==> config.mk <==
export PLATFORM = sky130hd
export DESIGN_NAME = hfed_sqrt
export DESIGN_NICKNAME = d
export VERILOG_FILES = /design/src/hfed_pkg.sv /design/src/hfed_sqrt.sv
export SDC_FILE = /design/constraint.sdc
export NUM_CORES = 1
export LEC_CHECK = 0
export BUFFER_PORTS_ARGS = -buffer_cell sky130_fd_sc_hd__buf_2
export CELL_PAD_IN_SITES_DETAIL_PLACEMENT = 0
export CELL_PAD_IN_SITES_GLOBAL_PLACEMENT = 1
export CORE_AREA = 2 2 179 181
export CTS_BUF_LIST = sky130_fd_sc_hd__clkbuf_4 sky130_fd_sc_hd__clkbuf_8 sky130_fd_sc_hd__clkbuf_16
export DETAILED_ROUTE_END_ITERATION = 6
export DIE_AREA = 0 0 181 183
export PLACE_DENSITY_LB_ADDON = 0.08
export SLEW_MARGIN = 20
export SYNTH_ARGS = -nofsm -noshare
export SYNTH_HDL_FRONTEND = slang
export SYNTH_SLANG_ARGS = --single-unit
==> constraint.sdc <==
create_clock -name clk -period 20.5 [get_ports clk]
set_input_delay 4.1 -clock clk [delete_from_list [all_inputs] [get_ports clk]]
set_output_delay 4.1 -clock clk [all_outputs]
set_load 0.05 [all_outputs]
==> src/hfed_pkg.sv <==
package hfed_pkg;

  localparam int REG_IDX_W = 2;

  typedef enum logic [REG_IDX_W-1:0] {
    REG_PERIOD = 2'd0,
    REG_ALPHA  = 2'd1,
    REG_SLOPE  = 2'd2,
    REG_OFFSET = 2'd3
  } reg_idx_t;

  localparam logic [15:0] PERIOD_RST = 16'd20;
  localparam logic [15:0] ALPHA_RST  = 16'd6237;
  localparam logic [15:0] SLOPE_RST  = 16'hED80;
  localparam logic [15:0] OFFSET_RST = 16'd24554;
  localparam logic [16:0] LN2_Q16    = 17'd45426;

  typedef struct packed {
    logic        start;
    logic        busy;
    logic        done;
  } ctl_t;

endpackage

==> src/hfed_sqrt.sv <==
module hfed_sqrt (
  input  logic        clk,
  input  logic        rst,
  input  logic        start,
  input  logic [63:0] radicand,
  output logic        done,
  output logic [31:0] root
);
  import hfed_pkg::*;

  logic [63:0] rem;
  logic [63:0] res;
  logic [63:0] bitv;
  logic        busy;
  logic [63:0] trial;

  assign trial = res + bitv;
  assign root  = res[31:0];

  always_ff @(posedge clk) begin
    if (rst) begin
      busy <= 1'b0;
      done <= 1'b0;
    end else begin
      done <= 1'b0;
      if (start) begin
        busy <= 1'b1;
        rem  <= radicand;
        res  <= '0;
        bitv <= 64'h4000_0000_0000_0000;
      end else if (busy) begin
        if (rem >= trial) begin
          rem <= rem - trial;
          res <= (res >> 1) + bitv;
        end else begin
          res <= res >> 1;
        end
        bitv <= bitv >> 2;
        if (bitv[0]) begin
          busy <= 1'b0;
          done <= 1'b1;
        end
      end
    end
  end
endmodule

Word-level counts from Yosys, hierarchy flattened
Cells that the tools add are included.

Output and inout port bits: 33. Register bits: 162. Logic and storage cells: 26.

Reductions and logical operators: 5. Add/subtract/negate cells: 3. Magnitude comparators: 1. Muxes and demuxes: 10. Bitwise gates (word level): 2.

Operators by type and width (count): $mux 64 (5); $add 63x63->64 (1); $add 64x63->64 (1); $ge 64x64->1 (1); $sub 64x64->64 (1); $mux 63 (1); $mux 1 (4); $reduce_bool 2->1 (2); $reduce_and 3->1 (1); $reduce_or 3->1 (1); $not 1->1 (2); $reduce_and 2->1 (1).

Longest topological paths before layout
Gate-level depths: netlist (run 1).

Depth after elaboration: 5. Depth in mapped cells: 25. Gate-level depth less buffers: 21.

Worst setup path before layout (run 1)
OpenSTA, ideal clock, no wires.

Kind: input port to flip-flop. Start point: input start. End point: register rem[0] (enable). Required time: 19.917 ns. Arrival time: 13.641 ns. Cell stages on the path: 5. Library setup time: 0.583 ns. Path buffers: 2. Setup slack: 6.276 ns. Cells stage by stage: clkbuf_1 -> buf_1 -> nor2_1 -> nor2_1 -> a21boi_0.

Longest elaborated chain between the ends: 2. Elaborated cells between the ends (all ways): 3. Classes of those cells: reduce/logical (3).

Ends and longest elaborated chain: start: declaration (line hfed_sqrt.sv:4) `input logic start,`; $reduce_bool 2->1 (no line); $reduce_and 3->1 (no line) (*); end signal: assignment (line hfed_sqrt.sv:28) `rem <= radicand;`; end signal: assignment (line hfed_sqrt.sv:33) `rem <= rem - trial;`; end: declaration (line hfed_sqrt.sv:11) `logic [63:0] rem;`.

Every way passes the cells marked *; elsewhere a longest branch is shown, timed or not. A chain may end at the register's enable or synchronous reset.

Final worst setup path (run 1)
Start point: register res[2]. End point: register res[60] (data pin).

Longest elaborated chain between the ends: 4. Elaborated cells between the ends (all ways): 5. Classes of those cells: add/sub (2); order compare (1); mux (2).

Ends and longest elaborated chain: start: declaration (line hfed_sqrt.sv:12) `logic [63:0] res;`; start signal: assignment (line hfed_sqrt.sv:34) `res <= (res >> 1) + bitv;`; start signal: assignment (line hfed_sqrt.sv:36) `res <= res >> 1;`; $add 64x63->64 (line hfed_sqrt.sv:17) `assign trial = res + bitv;`; $ge 64x64->1 (line hfed_sqrt.sv:32) `if (rem >= trial) begin`; $mux 64 (*) (line hfed_sqrt.sv:32); $mux 64 (*) (line hfed_sqrt.sv:31) `end else if (busy) begin`.

Every way passes the cells marked *; elsewhere a longest branch is shown, timed or not. The select of a mux whose other input is x is not followed.

==> impl_metrics.csv, run 1 <==
group,metric,value,unit
floorplan,coreArea,0.0312,mm^2
power_and_ir_drop,leakage,6.49,nW
yosys,synthCells,1887,
route,ant_nets,0,
setup_path,critPathLaunchType,"flip-flop",
timing,worstMarginPinSlew,1070,ps
grt,antenna_found_initial,0,
power_and_ir_drop,power_density,87.9,mW/mm^2
placed_design,place_ws,13670,ps
timing,hold_violations,0,
yosys,synth_top_area_cell,"edfxtp_1",
timing,setup_viol,0,
yosys,synthesis.nets,2085,
cells_and_area,syn2layout_area_growth,6.89,%
setup_path,crit_type,"flip-flop to flip-flop",
setup_path,cp_slowest_cell,"or2_2",
cells_and_area,fillers,2975,
yosys,syn_area,0.0160,mm^2
clocking,cts_setup_buffers,0,
timing,fmax,143,MHz
yosys,syn_avg_cell_area,8.46,um^2
floorplan,start_util,51.1,%
placed_design,dpl.hpwl,36400,um
timing,rsz0062_at_grt,"no",
cells_and_area,final_core_util,54.6,%
setup_path,cp_common_cell,"a21oi_1",
grt,grt.overflow.total,0,
clocking,clk_latency,450,ps
placed_design,gp_congestion,0.961,
yosys,ys_ff_latch,162,
route,wl,48000,um
grt,grt_use_total,29.2,%
yosys,netlist.area_leader.share,30.1,%
timing,finalCritPeriodShare,34.0,%
grt,grt_pass1_wl,76200,um
cells_and_area,drive_gt1_share,9.99,%
route,drt_iter0_drc,1214,
yosys,synthTopCellsByArea,"edfxtp_1 (30%), ha_1 (10%), xor2_1 (4.9%), o21ai_0 (4.9%), nand2_1 (4.8%)",
floorplan,pin_count,100,
setup_path,worstPathArrival,7240,ps
placed_design,io_buffer_count,99,
clocking,cts_buffer_depth,2,
route,routedWlPerCell,20.8,um
timing,slew_violations,0,
floorplan,rows,65,
clocking,cts.sink_count,162,
status,status,"finished clean",
run,drv_cap,0,
clocking,post_cts_resized,0,
setup_path,required,20760,ps
worst_hold_path,hp-class,"flip-flop to flip-flop",
route,dr.pass1.iters,6,
cells_and_area,n_antenna_cell,0,
setup_path,path_max_fanout,32,
clocking,cts_root_buffer,"clkbuf_16",
clocking,clkTransAtPathRegs,70,ps
cells_and_area,fin_nets,2097,
clocking,cts_tree,"done",
timing,fin_skew,10.6,ps
yosys,synth_edf_count,160,
route,num_vias,14400,
yosys,synthArstFlopShare,0,%
floorplan,die_h,183,um
yosys,yosysWarningCount,0,
setup_path,cp_cell_sequence,"ha_1 -> a31o_2 -> a31oi_1 -> nor4b_1 -> o21ai_0 -> a21oi_1 -> o211ai_1 -> o31ai_1 -> a21boi_0 -> xor2_1 -> ha_1 -> a21oi_1 -> o21bai_1 -> a21oi_1 -> o21ai_0 -> a221o_1 -> a221o_1 -> buf_4 -> or2_2 -> buf_4 -> o2111a_1 -> a211oi_1",
timing,maxSlewHeadroom,28.6,%
grt,grt_max_degree,161,
clocking,ctsHoldBuffers,0,
setup_path,slowest_delay,550,ps
timing,fin_crit,6970,ps
floorplan,fp.dieW,181,um
setup_path,end_kind,"flip-flop",
setup_path,rr_worst_depth,22,
setup_path,crit_end,"res[60]$_SDFFCE_PP0P_",
setup_path,ff2ff_setup_slack,13530,ps
timing,tns,0,ps
cells_and_area,layout_commonest_cell,"nand2_1",
setup_path,startpoint,"res[2]$_SDFFCE_PP0P_",
grt,grt_pass1_vias,14000,
route,via_per_inst,6.24,
yosys,ys_types,83,
route,post-route-drc-count,0,
setup_path,r2r_end,"res[60]$_SDFFCE_PP0P_",
yosys,yosysSeqAreaShare,30.4,%
yosys,synth_top_flop_cell,"edfxtp_1",
power_and_ir_drop,vdd_drop_max,60.3,uV
setup_path,reg2reg_from,"res[2]$_SDFFCE_PP0P_",
cells_and_area,layout_common_cells,"nand2_1 (206), nor2_1 (169), edfxtp_1 (160)",
floorplan,die_area,0.0331,mm^2
clocking,htreeDepth,4,
timing,worst_slack,13530,ps
clocking,cts_buffers,17,
## power by group
part	total, W	leakage (nW)	switching, W	internal, W
Sequential	0.000459	1.55	0.0000400	0.000419
Clock	0.000338	0.283	0.000146	0.000192
Combinational	0.000703	4.65	0.000440	0.000262
Total	0.00150	6.49	0.000626	0.000874
## flip-flops by register name, indices dropped and copies added (netlist names)
name / flops
busy: 1
rem: 64
res: 64
bitv: 32
done: 1
## logic make-up (layout without fill, tap and decap cells)
logic type / after synthesis / in the layout / synth area share, %
AOI/OAI and AO/OA: 617 / 617 / 26.0
and+or+nand+nor: 658 / 658 / 19.6
muxes: 5 / 5 / 0.345
DFF: 162 / 162 / 30.4
buffers and inverters: 155 / 179 / 4.69
xor gates and xnor gates: 159 / 159 / 8.73
adders and majority gates: 131 / 131 / 10.3
## worst min-delay path by stage
| stage | from | end | slack (ps) | cells past startpoint |
|---|---|---|---|---|
| after global routing | busy$_SDFF_PP0_ | done$_SDFF_PP0_ | 530 | 1 |
| after floorplan | busy$_SDFF_PP0_ | done$_SDFF_PP0_ | 460 | 1 |
| after detailed placement | busy$_SDFF_PP0_ | done$_SDFF_PP0_ | 500 | 1 |
| after CTS | busy$_SDFF_PP0_ | done$_SDFF_PP0_ | 520 | 1 |
| after global placement | bitv[0]$_SDFFCE_PP0P_ | busy$_SDFF_PP0_ | 500 | 1 |
| final | busy$_SDFF_PP0_ | done$_SDFF_PP0_ | 520 | 1 |
## critical path: cells and delay by family (launching register included)
kind                       cells  cell delay, ps
and+or+nand+nor                2            1010
xor gates and xnor gates       1             200
DFF                            1             480
buffers and inverters          2             620
AOI/OAI and AO/OA             15            3610
adders and majority gates      2             830
## cell type report
cell class | instances | area (um^2) | share of cell area [%]
Inverter | 40 | 150 | 0.880
Multi-Input combinational cell | 1570 | 10400 | 60.9
Sequential cell | 162 | 4840 | 28.4
Timing Repair Buffer | 108 | 582 | 3.41
Tap cell | 402 | 503 | 2.95
Clock buffer | 18 | 433 | 2.54
Clock inverter | 13 | 161 | 0.946
## cells in the mapped netlist (12+ instances only)
cell type	count
a211oi_1	23
a211oi_2	19
a21o_1	45
a21oi_1	118
a31oi_1	59
and2_1	17
and3_1	13
buf_4	34
clkbuf_1	68
edfxtp_1	160
ha_1	130
inv_1	39
nand2_1	206
nand2b_1	15
nand3_1	39
nand4_1	48
nor2_1	170
nor2b_1	47
nor3_1	42
o211ai_1	12
o21a_1	23
o21ai_0	156
o21bai_1	48
or3_1	18
xnor2_1	69
xor2_1	90
## routing by layer
layer / up-vias / GRT usage, % / share of wire (%)
met5: - / 0 / 0
met1: 6830 / 35.8 / 42
met4: 0 / 10.1 / 3.3
met3: 78 / 3.69 / 4.9
met2: 443 / 53.0 / 50
li1: 7076 / - / -
## per-stage QoR
| stage | cells | hold slack, ps | cell area, um^2 | total power (W) |
|---|---|---|---|---|
| after floorplan | 1887 | 460 | 16000 | 0.00100 |
| after global placement | 2282 | 501 | 16500 | 0.00116 |
| after detailed placement | 2282 | 496 | 16500 | 0.00116 |
| after CTS | 2313 | 516 | 17100 | 0.00150 |
| after global routing | 2313 | 532 | 17100 | 0.00160 |
| final | 2313 | 518 | 17100 | 0.00150 |
No activity file was read; power rests on OpenSTA's default activity.
==> run 2: changes to the inputs <==
Settings changed: CORE_AREA 2 2 179 181 to 2 2 186 188, DIE_AREA 0 0 181 183 to 0 0 188 190.
Clock period 20.5 ns to 6.6 ns, I/O delays scaled along.
==> run 2 against run 1 <==
Compared with the run above: cell count is 2.9% higher; non-clock buffer count is 14 higher; via count is 0.49% lower; critical path depth is 1 lower; clock-buffer cell count is 1 lower; core utilization is 3.4 points lower; global-route usage is 2.0 points lower; sequential share of layout area is 0.55 points lower; die area is 7.8% higher; critical endpoint unchanged; combinational power grew to 3.2 times the previous value; fmax is 13% higher; total power grew to 3.1 times the previous value.
==> impl_metrics.csv, run 2 (synthesized netlist as in run 1, its figures left out) <==
group,metric,value,unit
setup_path,r2r_end,"res[60]$_SDFFCE_PP0P_",
floorplan,coreArea,0.0339,mm^2
power_and_ir_drop,p_clk_share,22.8,%
grt,grt.overflow.total,0,
timing,hold_violations,0,
worst_hold_path,hp-class,"flip-flop to flip-flop",
cells_and_area,ff_latch_area,0.00484,mm^2
timing,fin_skew,13.5,ps
setup_path,ff2ff_setup_slack,410,ps
run,drv_cap,0,
placed_design,gp_congestion,0.889,
timing,setup_viol,0,
floorplan,die_h,190,um
cells_and_area,top_regs,"rem x64, res x64, bitv x32",
timing,worstMarginPinSlew,912,ps
power_and_ir_drop,switching_share,42.9,%
route,via_per_inst,6.03,
cells_and_area,layout_common_cells,"nand2_1 (203), nor2_1 (167), edfxtp_1 (160)",
setup_path,crit_type,"flip-flop to flip-flop",
grt,grt_pass1_wl,76200,um
clocking,ctsHoldBuffers,0,
power_and_ir_drop,vdd_drop_max,245,uV
cells_and_area,instances_no_fill,2381,
clocking,cts_setup_buffers,0,
cells_and_area,fin_nets,2111,
setup_path,worstPathArrival,6400,ps
grt,grt_pass1_vias,14000,
route,drt_iter0_drc,980,
setup_path,required,6800,ps
cells_and_area,n_antenna_cell,0,
floorplan,rows,68,
cells_and_area,drive_gt1_share,11.7,%
timing,rsz0062_at_grt,"no",
grt,grt_use_total,27.2,%
placed_design,dpl.hpwl,37400,um
power_and_ir_drop,leakage,6.60,nW
clocking,cts.sink_count,162,
clocking,post_cts_resized,0,
timing,maxSlewHeadroom,38.8,%
timing,worst_slack,405,ps
floorplan,start_util,47.0,%
setup_path,rr_worst_depth,21,
route,num_vias,14400,
setup_path,critPathLaunchType,"flip-flop",
floorplan,pin_count,100,
setup_path,end_kind,"flip-flop",
timing,slew_violations,0,
route,ant_nets,0,
timing,finalCritPeriodShare,93.9,%
power_and_ir_drop,p_seq_share,30.0,%
power_and_ir_drop,power_density,272,mW/mm^2
clocking,cts_buffer_depth,2,
grt,antenna_found_initial,0,
worst_hold_path,hold_start,"busy$_SDFF_PP0_",
cells_and_area,layout_commonest_cell,"nand2_1",
clocking,htreeDepth,4,
power_and_ir_drop,p_int,0.00270,W
power_and_ir_drop,p_comb_share,47.2,%
setup_path,crit_end,"res[60]$_SDFFCE_PP0P_",
placed_design,io_buffer_count,99,
route,dr.pass1.iters,7,
route,post-route-drc-count,0,
cells_and_area,fillers,3311,
timing,fmax,161,MHz
setup_path,startpoint,"res[8]$_SDFFCE_PP0P_",
power_and_ir_drop,power.switching,0.00203,W
route,wl,48700,um
clocking,cts_tree,"done",
setup_path,path_max_fanout,39,
clocking,clkTransAtPathRegs,80,ps
floorplan,fp.dieW,188,um
setup_path,reg2reg_from,"res[8]$_SDFFCE_PP0P_",
cells_and_area,syn2layout_area_growth,9.02,%
cells_and_area,multi_input_area,0.0105,mm^2
clocking,clk_latency,470,ps
clocking,cts_root_buffer,"clkbuf_16",
route,routedWlPerCell,20.5,um
clocking,cts_buffers,17,
status,status,"finished clean",
placed_design,place_ws,325,ps
floorplan,die_area,0.0357,mm^2
grt,grt_max_degree,69,
placed_design,dp_cells,2349,
timing,fin_crit,6190,ps
[run 2: cell types whose count changed in the layout (fill, tap and decap cells not counted), sizes merged]
cell,previous run,this run
buf,108,122
inv,41,49
clkinvlp,3,0
bufinv,3,1
clkbuf,18,17
clkinv,6,5
[run 2: how the worst min path moves through the flow]
stage | endpoint | depth (start not counted) | slack [ps]
4_1_cts | done$_SDFF_PP0_ | 1 | 490
2_1_floorplan | done$_SDFF_PP0_ | 1 | 460
3_3_place_gp | done$_SDFF_PP0_ | 1 | 470
3_5_place_dp | done$_SDFF_PP0_ | 1 | 480
6_report | done$_SDFF_PP0_ | 1 | 500
5_1_grt | done$_SDFF_PP0_ | 1 | 510
[run 2: layer usage]
metal / vias to the layer above / wire length, um / track usage (%)
li1: 7094 / - / -
met3: 76 / 1840 / 3.73
met4: 0 / 1610 / 10.1
met1: 6836 / 20600 / 32.6
met5: - / 0 / 0
met2: 350 / 24600 / 49.5
[run 2: metrics by stage]
step | utilization [%] | instance area (um^2) | total power, W | hold WS (ps) | setup TNS, ps
floorplan | - | 16100 | 0.00313 | 460 | -181200
global placement | 49.4 | 16800 | 0.00364 | 472 | 0
detailed placement | 49.4 | 16800 | 0.00366 | 479 | 0
CTS | 51.2 | 17400 | 0.00474 | 495 | 0
global route | 51.3 | 17400 | 0.00503 | 511 | 0
finish | 51.3 | 17400 | 0.00472 | 499 | 0
[run 2: critical path, cell delays in order (launching register included)]
cell and delay, ps:
edfxtp_1 510, ha_1 440, nand4_1 190, o31ai_2 380
nor4b_1 340, or3_1 300, o31a_1 290, o2111ai_2 210
a21oi_2 280, nor2_2 90, a311oi_1 320, ha_1 370
inv_1 150, o21bai_1 100, a21oi_1 190, o21ai_0 130
a221o_1 380, a221o_1 460, or2_2 350, buf_12 200
o21ai_0 180, a211oi_1 70
[run 2: cell type report]
cell class / count / area share, %
clock inverter: 15 / 1.08
clock buffer: 17 / 2.44
multi-input combinational: 1570 / 60.4
tap: 455 / 3.27
inverter: 40 / 0.863
timing repair buffer: 122 / 4.09
sequential: 162 / 27.8
[run 2: power groups by stage]
stage | Combinational (W) | Clock, W | Sequential (W)
2_1_floorplan | 0.00174 | 0 | 0.00139
3_3_place_gp | 0.00220 | 0 | 0.00144
3_5_place_dp | 0.00222 | 0 | 0.00144
4_1_cts | 0.00223 | 0.00110 | 0.00142
5_1_grt | 0.00247 | 0.00113 | 0.00143
6_report | 0.00223 | 0.00108 | 0.00142
