File: config.mk
export PLATFORM = sky130hd
export DESIGN_NAME = hfed_log
export DESIGN_NICKNAME = d
export VERILOG_FILES = /design/src/hfed_pkg.sv /design/src/hfed_log.sv
export SDC_FILE = /design/constraint.sdc
export NUM_CORES = 1
export LEC_CHECK = 0
export BUFFER_PORTS_ARGS = -buffer_cell sky130_fd_sc_hd__buf_4
export CORE_MARGIN = 4
export CORE_UTILIZATION = 55
export CTS_CLUSTER_DIAMETER = 50
export CTS_CLUSTER_SIZE = 12
export DETAILED_ROUTE_END_ITERATION = 12
export PLACE_DENSITY = 0.72
export SKIP_CTS_REPAIR_TIMING = 1
export SLEW_MARGIN = 30
export SYNTH_ARGS = -nofsm -noshare
export SYNTH_HDL_FRONTEND = slang
export SYNTH_SLANG_ARGS = --single-unit
File: constraint.sdc
create_clock -name clk -period 10.2 [get_ports clk]
set_input_delay 0.51 -clock clk [delete_from_list [all_inputs] [get_ports clk]]
set_output_delay 0.51 -clock clk [all_outputs]
set_load 0.005 [all_outputs]
File: src/hfed_pkg.sv
package hfed_pkg;

  localparam int REG_IDX_W = 2;

  typedef enum logic [REG_IDX_W-1:0] {
    REG_PERIOD = 2'd0,
    REG_ALPHA  = 2'd1,
    REG_SLOPE  = 2'd2,
    REG_OFFSET = 2'd3
  } reg_idx_t;

  localparam logic [15:0] PERIOD_RST = 16'd20;
  localparam logic [15:0] ALPHA_RST  = 16'd6237;
  localparam logic [15:0] SLOPE_RST  = 16'hED80;
  localparam logic [15:0] OFFSET_RST = 16'd24554;
  localparam logic [16:0] LN2_Q16    = 17'd45426;

  typedef struct packed {
    logic        start;
    logic        busy;
    logic        done;
  } ctl_t;

endpackage

File: src/hfed_log.sv
module hfed_log (
  input  logic        clk,
  input  logic        rst,
  input  logic        start,
  input  logic [15:0] mag,
  output logic        done,
  output logic signed [21:0] l2
);
  import hfed_pkg::*;

  logic [3:0]  e;
  logic [16:0] m;
  logic [15:0] frac;
  logic [4:0]  cnt;
  logic        busy;
  logic [33:0] sq;
  logic [18:0] msq;
  logic [3:0]  e_c;

  always_comb begin
    e_c = '0;
    for (int i = 1; i < 16; i++) begin
      if (mag[i]) e_c = 4'(i);
    end
  end

  assign sq  = m * m;
  assign msq = sq[33:15];
  assign l2  = $signed({2'b00, e, frac}) - $signed(22'(7 << 16));

  always_ff @(posedge clk) begin
    if (rst) begin
      busy <= 1'b0;
      done <= 1'b0;
    end else begin
      done <= 1'b0;
      if (start) begin
        busy <= 1'b1;
        e    <= e_c;
        m    <= 17'({1'b0, mag} << (4'd15 - e_c));
        frac <= '0;
        cnt  <= '0;
      end else if (busy) begin
        if (msq >= 19'd65536) begin
          m    <= msq[17:1];
          frac <= {frac[14:0], 1'b1};
        end else begin
          m    <= msq[16:0];
          frac <= {frac[14:0], 1'b0};
        end
        cnt <= cnt + 5'd1;
        if (cnt == 5'd15) begin
          busy <= 1'b0;
          done <= 1'b1;
        end
      end
    end
  end
endmodule

* After elaboration in Yosys (flattened, before gate mapping)
Cells that the tools add are included.
** Storage, ports and cells
- Bits in latches :: 0
- Output and inout bits :: 23
- Logic and storage cells :: 44
- Bits in read-only memories :: 0
- Bits of input ports :: 19
- Bits in registers :: 44
- Memories :: 0
- Memory bits (writable) :: 0
** Cells by class
- Bitwise gates (word level) :: 2
- Muxes and demuxes :: 25
- Add/subtract/negate cells :: 3
- Order comparisons :: 1
- Equal/unequal tests :: 1
- Divide/modulo/power cells :: 0
- Multipliers :: 1
- Shift-type cells :: 1
- Reductions and logical operators :: 4
** Operators with widths (count)
- $mux 4 :: 14
- $mux 17 :: 3
- $mul 17x17->34 :: 1
- $sub 20x19->21 const B :: 1
- $ge 19x17->1 const B :: 1
- $shl 16x4->17 :: 1
- $mux 16 :: 1
- $mux 1 :: 6
- $add 5x1->5 const B :: 1
- $eq 5x4->1 const B :: 1
- $mux 5 :: 1
- $reduce_and 2->1 :: 2
- $sub 4x4->4 const A :: 1
- $reduce_or 3->1 :: 1
- $not 1->1 :: 2
- $reduce_bool 2->1 :: 1

* Logic depth before layout (Yosys ltp)
Gate-level depths: netlist of the first run.
- Depth in word-level cells :: 18
- Depth in mapped cells :: 25
- Gate-level depth less buffers :: 23

* Worst setup path after synthesis of the first run
Ideal clock, no wire load.
- Path kind :: flip-flop to flip-flop
- Start point :: register m[7]
- End point :: register m[9], data pin
- Cell stages (with the launch flop) :: 24
- Arrival :: 6251 ps
- Clock period less this slack :: 6511 ps
- Setup slack :: 3689 ps
- Path buffers :: 1
- Cell sequence :: edfxtp_1 > clkbuf_1 > nand2_1 > fa_1 > inv_1 > fa_1 > inv_1 > fa_1 > inv_1 > fa_1 > fa_1 > inv_1 > fa_1 > inv_1 > ha_1 > nand4_1 > o21ai_0 > o21ai_0 > o41ai_2 > o2111a_2 > a211oi_4 > xor2_2 > nand3_4 > o311a_1
** On the way
- Longest elaborated chain between the ends :: 5
** RTL lines
- from (decl) :: line hfed_log.sv:12 : logic [16:0] m;
- from (signal assigned) :: line hfed_log.sv:40 : m <= 17'({1'b0, mag} << (4'd15 - e_c));
- from (signal assigned) :: line hfed_log.sv:45 : m <= msq[17:1];
- from (signal assigned) :: line hfed_log.sv:48 : m <= msq[16:0];
- $mul 17x17->34 * :: line hfed_log.sv:27 : assign sq = m * m;
- $ge 19x17->1 :: line hfed_log.sv:44 : if (msq >= 19'd65536) begin
- $mux 17 * :: line hfed_log.sv:44
- $mux 17 * :: line hfed_log.sv:43 : end else if (busy) begin
- $mux 17 * :: line hfed_log.sv:37 : if (start) begin
Mark *: on every way between the ends. The rest lies on a longest branch, timed or not. The select of a mux whose other input is x is not followed.
A chain may end at the register's enable or synchronous reset.

* Worst setup path in the final report of the first run
- Start point :: register m[7]
- End point :: register m[4], data pin
The elaborated chain is that of the path after synthesis.

==> Implementation_results.wiki, run 1 <==
{| class="wikitable"
! Metric !! Value
|-
| Status || finished, final reports clean
|-
| Cell repeated most along the worst path || fa_1
|-
| Fin crit period || 7390 ps
|-
| Fraction of the core area covered by cells at the end of the flow || 0.605
|-
| Worst Setup Start Kind || flip-flop
|-
| Startpoint of the worst hold path || rst
|-
| Dominant synthesized flop cell || edfxtp_1
|-
| Insertion delay of the later-clocked pin in the worst-skew pair || 290 ps
|-
| WP data required || 10240 ps
|-
| Number of buffers inserted during clock tree synthesis || 5
|-
| Number of iterations in the first detailed-routing pass || 5
|-
| Headroom to the max-slew limit || 0.398
|-
| CTS tree || yes
|-
| Maximum level of the CTS H-tree || 2
|-
| Antenna violations before repair || 1
|-
| Cell with the largest stage delay on the worst path || edfxtp_1
|-
| Total gr overflow || 0
|-
| Transition at the pin with the smallest max-transition slack || 903 ps
|-
| CP Capture Point || m[4]$_DFFE_PP_
|-
| Post-route fraction of the period consumed by the critical path || 0.724
|-
| Max Fclk || 135 MHz
|-
| Data arrival time of the critical path || 7430 ps
|-
| Synth warn || 0
|-
| Initial Utilization || 0.567
|-
| Flop2flop setup slack || between 2000 and 3000 ps
|-
| Vias || 7955
|-
| Mapped Cells || 1162
|-
| Number of max-slew violations in the final report || 0
|-
| Number of buffer and inverter instances along the worst setup path || 5
|-
| Synthesized area || 0.0107 sq mm
|-
| Core footprint || 0.0190 sq mm
|-
| Synth async-reset ratio || 0
|-
| Synth Net Count || approximately 1500
|-
| Aggregate negative setup slack || 0 ps
|-
| Layout Area Growth over Synthesis || 6.73%
|-
| Wire length per cell || 16.8 microns
|-
| FF-to-FF Start || m[7]$_DFFE_PP_
|-
| Class of the most critical hold timing path || input port to flip-flop
|-
| Terminus of the critical flop-to-flop path || m[4]$_DFFE_PP_
|-
| Kind of capture point of the worst setup path || flip-flop
|-
| EDFF count, synth || 42
|-
| Max-capacitance violation count || 0
|-
| Detailed placement HPWL || between 15000 and 20000 microns
|-
| Top fanout value on the critical path || 17
|-
| Number of antenna-violating nets in the routed design || 0
|-
| Via/cell ratio || 5.52
|-
| Worst hold slack || roughly 420 ps
|-
| DRT iter0 DRCs || between 400 and 500
|-
| Total Wirelength || 24100 microns
|-
| Count of unique library cells instantiated by Yosys || 69
|-
| Pin count of the biggest net entering global routing || 43
|-
| Reg2reg path depth || 22
|-
| Maximum single-stage delay on the critical path || roughly 900 ps
|-
| Boundary Pins || 42
|-
| Unrepaired setup endpoints after global routing || no
|-
| Synthesized area divided by synthesized cell count || around 9.2 sq um
|-
| Post-synthesis register bit count || 44
|-
| Area taken by flip-flops and latches || 0.00130 sq mm
|-
| Critical path start-end classification || flip-flop to flip-flop
|-
| Height of the die || 148 microns
|-
| GR Util All Layers || 0.231
|-
| Die Footprint || ~0.022 sq mm
|-
| Hold Vio Cnt, Final || 0
|-
| RePlAce Congestion || 0.912
|-
| Buffers from clock root to sink, at most || 2
|-
| Dominant delay contributor by cell family on the critical path || adder cells
|-
| Wire length of the first global-routing pass || roughly 41000 microns
|-
| Multi-input logic area || between 0.008 and 0.009 sq mm
|-
| Cell chain of the critical path || nand2_1 -> fa_1 -> inv_1 -> fa_1 -> inv_1 -> fa_1 -> inv_1 -> fa_1 -> fa_1 -> inv_1 -> fa_1 -> inv_1 -> ha_1 -> nand2_1 -> a211oi_1 -> o211ai_1 -> a21oi_1 -> o211ai_1 -> o21bai_1 -> nand4_1 -> nand3_4 -> mux2_2
|-
| Number of clock sinks seen by CTS || 44
|-
| Die width || 148 microns
|-
| Clock slew seen by the registers of the worst setup and hold paths || 70 ps
|-
| Seq/Total Area, Yosys || 0.121
|-
| Count of buffers inserted at the top-level ports || 41
|-
| Number of cells on the critical path || 22
|-
| Critical Path Start || m[7]$_DFFE_PP_
|-
| Via count of the first global-routing pass || 8346
|-
| Number of filler instances in the final layout || ~1600
|-
| Post-layout nets || 1500
|-
| Inserted Diodes || 0
|-
| Post-route DRC violation count || 0
|-
| Setup violators final || 0
|-
| CTS Root Cell || clkbuf_16
|-
| Fraction of final layout cells with drive strength greater than 1 || 0.0653
|-
| Std-Cell Rows || 50
|-
| Clock skew after layout || between 9 and 10 ps
|}
area by class of cell:
class | count | area share
inverter | 267 | 0.0874
timing repair buffer | 45 | 0.0312
clock buffer | 5 | 0.0109
tap | 260 | 0.0284
multi-input combinational | 816 | 0.725
clock inverter | 3 | 0.00404
sequential | 44 | 0.113
through the flow:
stage | worst slack, ps | instances | instance area, sq um
finish | 2810 | 1440 | 11500
global route | 2240 | 1440 | 11500
CTS | 2860 | 1440 | 11500
detailed placement | 2910 | 1432 | 11300
global placement | 2990 | 1431 | 11300
floorplan | 3690 | 1162 | 10700
logic make-up after synthesis:
kind of cell               count (synthesis)  share of synthesized area
buffers and inverters                    302                      0.106
adders and majority gates                302                      0.483
and+or+nand+nor                          293                      0.135
AOI/OAI and AO/OA                        164                      0.105
DFF                                       44                      0.121
xor gates and xnor gates                  31                     0.0260
muxes                                     26                     0.0248
synthesized netlist by cell type (3+ instances only):
library cell | n | area [sq um]
a31oi_1 | 6 | 37.5
nand2b_1 | 4 | 25.0
fa_1 | 188 | 3760
buf_2 | 3 | 15.0
or2_2 | 4 | 25.0
and3_1 | 6 | 37.5
o311ai_0 | 3 | 26.3
nand3_1 | 10 | 50.1
o211a_1 | 3 | 30.0
o21ai_0 | 36 | 180
a21oi_1 | 37 | 185
or4_1 | 3 | 22.5
clkbuf_1 | 31 | 116
and2_1 | 53 | 332
a221oi_1 | 3 | 26.3
mux2i_1 | 21 | 210
xnor2_1 | 15 | 131
a21o_1 | 14 | 105
nor4_1 | 5 | 31.3
a211oi_1 | 8 | 60.1
mux2_2 | 5 | 56.3
a311oi_1 | 4 | 35.0
nor2_1 | 49 | 184
edfxtp_1 | 42 | 1260
o21a_1 | 4 | 30.0
nand2_1 | 111 | 417
nand4_1 | 6 | 37.5
ha_1 | 114 | 1430
nor3_1 | 10 | 50.1
xor2_1 | 15 | 131
o211ai_1 | 12 | 90.1
a41oi_1 | 3 | 26.3
a211o_1 | 4 | 35.0
nor2b_1 | 20 | 125
inv_1 | 266 | 998
how the worst min path moves through the flow:
stage	to	slack (ps)	depth (start not counted)
global placement	done$_SDFF_PP0_	430	2
CTS	done$_SDFF_PP0_	420	2
finish	done$_SDFF_PP0_	420	2
global route	done$_SDFF_PP0_	420	2
floorplan	done$_SDFF_PP0_	410	2
detailed placement	done$_SDFF_PP0_	420	2
layout by cell type, fill, tap and decap left out, drive strengths merged, types with 5 or more instances in the layout:
| master | netlist | final |
|---|---|---|
| nor2b | 20 | 20 |
| and2 | 53 | 53 |
| buf | 4 | 45 |
| fa | 188 | 188 |
| nand3 | 11 | 11 |
| nor2 | 49 | 49 |
| nand4 | 6 | 6 |
| and3 | 6 | 6 |
| mux2 | 5 | 5 |
| mux2i | 21 | 21 |
| clkbuf | 31 | 5 |
| nor3 | 11 | 11 |
| a31oi | 7 | 7 |
| o21ai | 37 | 37 |
| a21oi | 37 | 37 |
| xnor2 | 15 | 15 |
| nor4 | 5 | 5 |
| a21o | 14 | 14 |
| ha | 114 | 114 |
| o211ai | 12 | 12 |
| xor2 | 16 | 16 |
| inv | 267 | 268 |
| a211oi | 9 | 9 |
| nand2 | 111 | 111 |
| edfxtp | 42 | 42 |
metal layers:
metal / global-route usage / wire [microns] / vias up / part of all wire
li1: - / - / 3748 / -
met1: 0.319 / 10300 / 3965 / 0.43
met2: 0.407 / 12300 / 220 / 0.51
met3: 0.0245 / 1260 / 22 / 0.052
met4: 0.0312 / 271 / 0 / 0.011
met5: 0 / 0 / - / 0
registers in the layout (all words and copies together), names as in the netlist:
register,flops
done,1
m,17
busy,1
e,4
cnt,5
frac,16
Power of run 1 is not shown: default switching activity piles up to over one toggle a cycle in this logic, so the estimate is an artifact.
==> inputs of run 2 (changes only) <==
Settings changed: PLACE_DENSITY 0.72 to 0.75.
Clock period 10.2 ns to 6.2 ns, I/O delays scaled along.
==> Implementation_results.wiki, run 2 (same netlist as run 1, synthesis figures left out) <==
{| class="wikitable"
! Metric !! Value
|-
| Detailed placement HPWL || 21400 microns (+9.4%)
|-
| Failing checks || negative setup slack
|-
| Transition at the pin with the smallest max-transition slack || 753 ps (-150 ps)
|-
| Total gr overflow || 0 (unchanged)
|-
| Headroom to the max-slew limit || 0.495 (+0.0968)
|-
| Via count of the first global-routing pass || 9234 (+11%)
|-
| GR Util All Layers || 0.241 (+0.0102)
|-
| Top flop regs || m (17), frac (16), cnt (5)
|-
| Via/cell ratio || 5.43 (-1.6%)
|-
| Worst Setup Start Kind || flip-flop
|-
| Highest-count cells in the layout ignoring fill and taps || inv_1 (259), buf_4 (199), fa_1 (185), ha_1 (108), nand2_1 (104)
|-
| Cell with the largest stage delay on the worst path || fa_1
|-
| CTS tree || yes
|-
| Data arrival time of the critical path || 6820 ps (-610 ps)
|-
| Max Fclk || 147 MHz (+8.9%)
|-
| GR Layer Usage met3 || 0.0282 (+0.00368)
|-
| Inserted Diodes || 0 (unchanged)
|-
| Hold Vio Cnt, Final || 0 (unchanged)
|-
| CTS Root Cell || clkbuf_16
|-
| Cell repeated most along the worst path || fa_1
|-
| Pin count of the biggest net entering global routing || 43 (unchanged)
|-
| Number of max-slew violations in the final report || 0 (unchanged)
|-
| Fin crit period || 6780 ps (-606 ps)
|-
| Multi-input logic area || 0.00859 sq mm (+3.3%)
|-
| Most common cell after layout, fill and taps aside || inv_1
|-
| Maximum level of the CTS H-tree || 2 (unchanged)
|-
| Post-route fraction of the period consumed by the critical path || 1.09 (+0.369)
|-
| Kind of capture point of the worst setup path || flip-flop
|-
| Max-capacitance violation count || 0 (unchanged)
|-
| WP data required || 6240 ps (-4000 ps)
|-
| Number of filler instances in the final layout || 1452 (-11%)
|-
| Antenna violations before repair || 0 (-1)
|-
| Number of clock sinks seen by CTS || 44 (unchanged)
|-
| Vias || 8753 (+10%)
|-
| Insertion delay of the later-clocked pin in the worst-skew pair || 290 ps (about the same)
|-
| Number of buffers inserted during clock tree synthesis || 5 (unchanged)
|-
| Critical path start-end classification || flip-flop to flip-flop
|-
| Maximum single-stage delay on the critical path || 530 ps (-370 ps)
|-
| Most flop-heavy register || m
|-
| Status || complete, but fails checks
|-
| GR met1 Demand/Resource || 0.298 (-0.0215)
|-
| Number of antenna-violating nets in the routed design || 0 (unchanged)
|-
| Die Footprint || 0.0218 sq mm (unchanged)
|-
| Setup WS pre-CTS || -429 ps (-3340 ps)
|-
| Post-route DRC violation count || 0 (unchanged)
|-
| Clock skew after layout || 10.9 ps (+1.34 ps)
|-
| Area taken by flip-flops and latches || 0.00130 sq mm (unchanged)
|-
| Boundary Pins || 42 (unchanged)
|-
| Fraction of final layout cells with drive strength greater than 1 || 0.215 (+0.149)
|-
| Buffers from clock root to sink, at most || 2 (unchanged)
|-
| Count of buffers inserted at the top-level ports || 41 (unchanged)
|-
| Setup WS post-layout || -580 ps (-3390 ps)
|-
| Wire length of the first global-routing pass || 42900 microns (+4.4%)
|-
| Layout Area Growth over Synthesis || 22.3%
|-
| Total Wirelength || 26200 microns (+8.5%)
|-
| Largest register FFs || 17 (unchanged)
|-
| DRT iter0 DRCs || 509 (+21%)
|-
| Top Usage Layer GRT || met2
|-
| Cell chain of the critical path || buf_6 -> nand2_4 -> fa_1 -> buf_4 -> fa_1 -> fa_1 -> inv_1 -> fa_1 -> fa_1 -> inv_1 -> fa_1 -> inv_2 -> ha_4 -> buf_4 -> nand4_1 -> o21ai_1 -> o21ai_1 -> o41ai_2 -> o2111a_2 -> a211oi_4 -> buf_6 -> xor2_4 -> nand3_4 -> o311a_1
|-
| Die width || 148 microns (unchanged)
|-
| Flop2flop setup slack || -580 ps (-3390 ps)
|-
| Std-Cell Rows || 50 (unchanged)
|-
| Height of the die || 148 microns (unchanged)
|-
| Initial Utilization || 0.567 (unchanged)
|-
| Core footprint || 0.0190 sq mm (unchanged)
|-
| RePlAce Congestion || 0.901 (-1.1%)
|-
| Top fanout value on the critical path || 8 (-9)
|-
| Setup violators final || 17 (+17)
|-
| Class of the most critical hold timing path || input port to flip-flop
|-
| Met2 track demand over resource || 0.448 (+0.0413)
|-
| Clock slew seen by the registers of the worst setup and hold paths || 70 ps (about the same)
|-
| Post-layout nets || 1671 (+11%)
|-
| Wire length per cell || 16.2 microns (-3.0%)
|-
| Unrepaired setup endpoints after global routing || yes
|-
| Number of iterations in the first detailed-routing pass || 5 (unchanged)
|}
[run 2: changes by cell type in the layout (fill, tap and decap cells not counted), moves of 6 or more]
cell     previous run  this run
ha_1              114       108
o21ai_0            36        30
inv_2               1         7
buf_6               0         8
inv_1             266       259
nand2_1           111       104
buf_12              0         7
buf_4              44       199
[run 2: final cells by class]
| cell class | count | area share |
|---|---|---|
| multi-input cells | 816 | 0.653 |
| repair buffers | 216 | 0.134 |
| flip-flops and latches | 44 | 0.0990 |
| inverters | 267 | 0.0765 |
| well taps | 260 | 0.0247 |
| clock buffers | 5 | 0.00952 |
| clock inverters | 3 | 0.00352 |
[run 2: metrics by stage]
step,setup TNS (ps),util,cell area [sq um],hold WS (ps),cells
3_3_place_gp,-3890,0.664,12600,428,1580
2_1_floorplan,-51.1,-,10900,383,1162
5_1_grt,-12380,0.694,13100,222,1611
6_report,-9060,0.694,13100,221,1611
3_5_place_dp,-5340,0.666,12600,441,1581
4_1_cts,-6210,0.675,12800,219,1589
[run 2: path summary, 6_finish.rpt]
kind / from / to / depth (start not counted)
max: m[9]$_DFFE_PP_ / m[9]$_DFFE_PP_ / 24
min: rst / done$_SDFF_PP0_ / 2
max reg2reg: m[9]$_DFFE_PP_ / m[9]$_DFFE_PP_ / 24
min reg2reg: busy$_SDFF_PP0_ / done$_SDFF_PP0_ / 2
[run 2: worst max-delay path, delay by kind of cell (launching register included)]
family / cells / cell delay [ps]
flip-flops: 1 / 500
XOR/XNOR: 1 / 230
adder cells (fa/ha/maj): 7 / 3280
AND/OR/NAND/NOR: 3 / 370
buffers and inverters: 7 / 780
AO/OA/AOI/OAI: 6 / 1350
[run 2: metal layers]
| layer | part of all wire | vias to the layer above |
|---|---|---|
| met5 | 0 | - |
| met4 | 0.019 | 0 |
| met3 | 0.044 | 51 |
| met2 | 0.54 | 270 |
| met1 | 0.40 | 4323 |
| li1 | - | 4109 |
Power of run 2 is left out for the same reason.
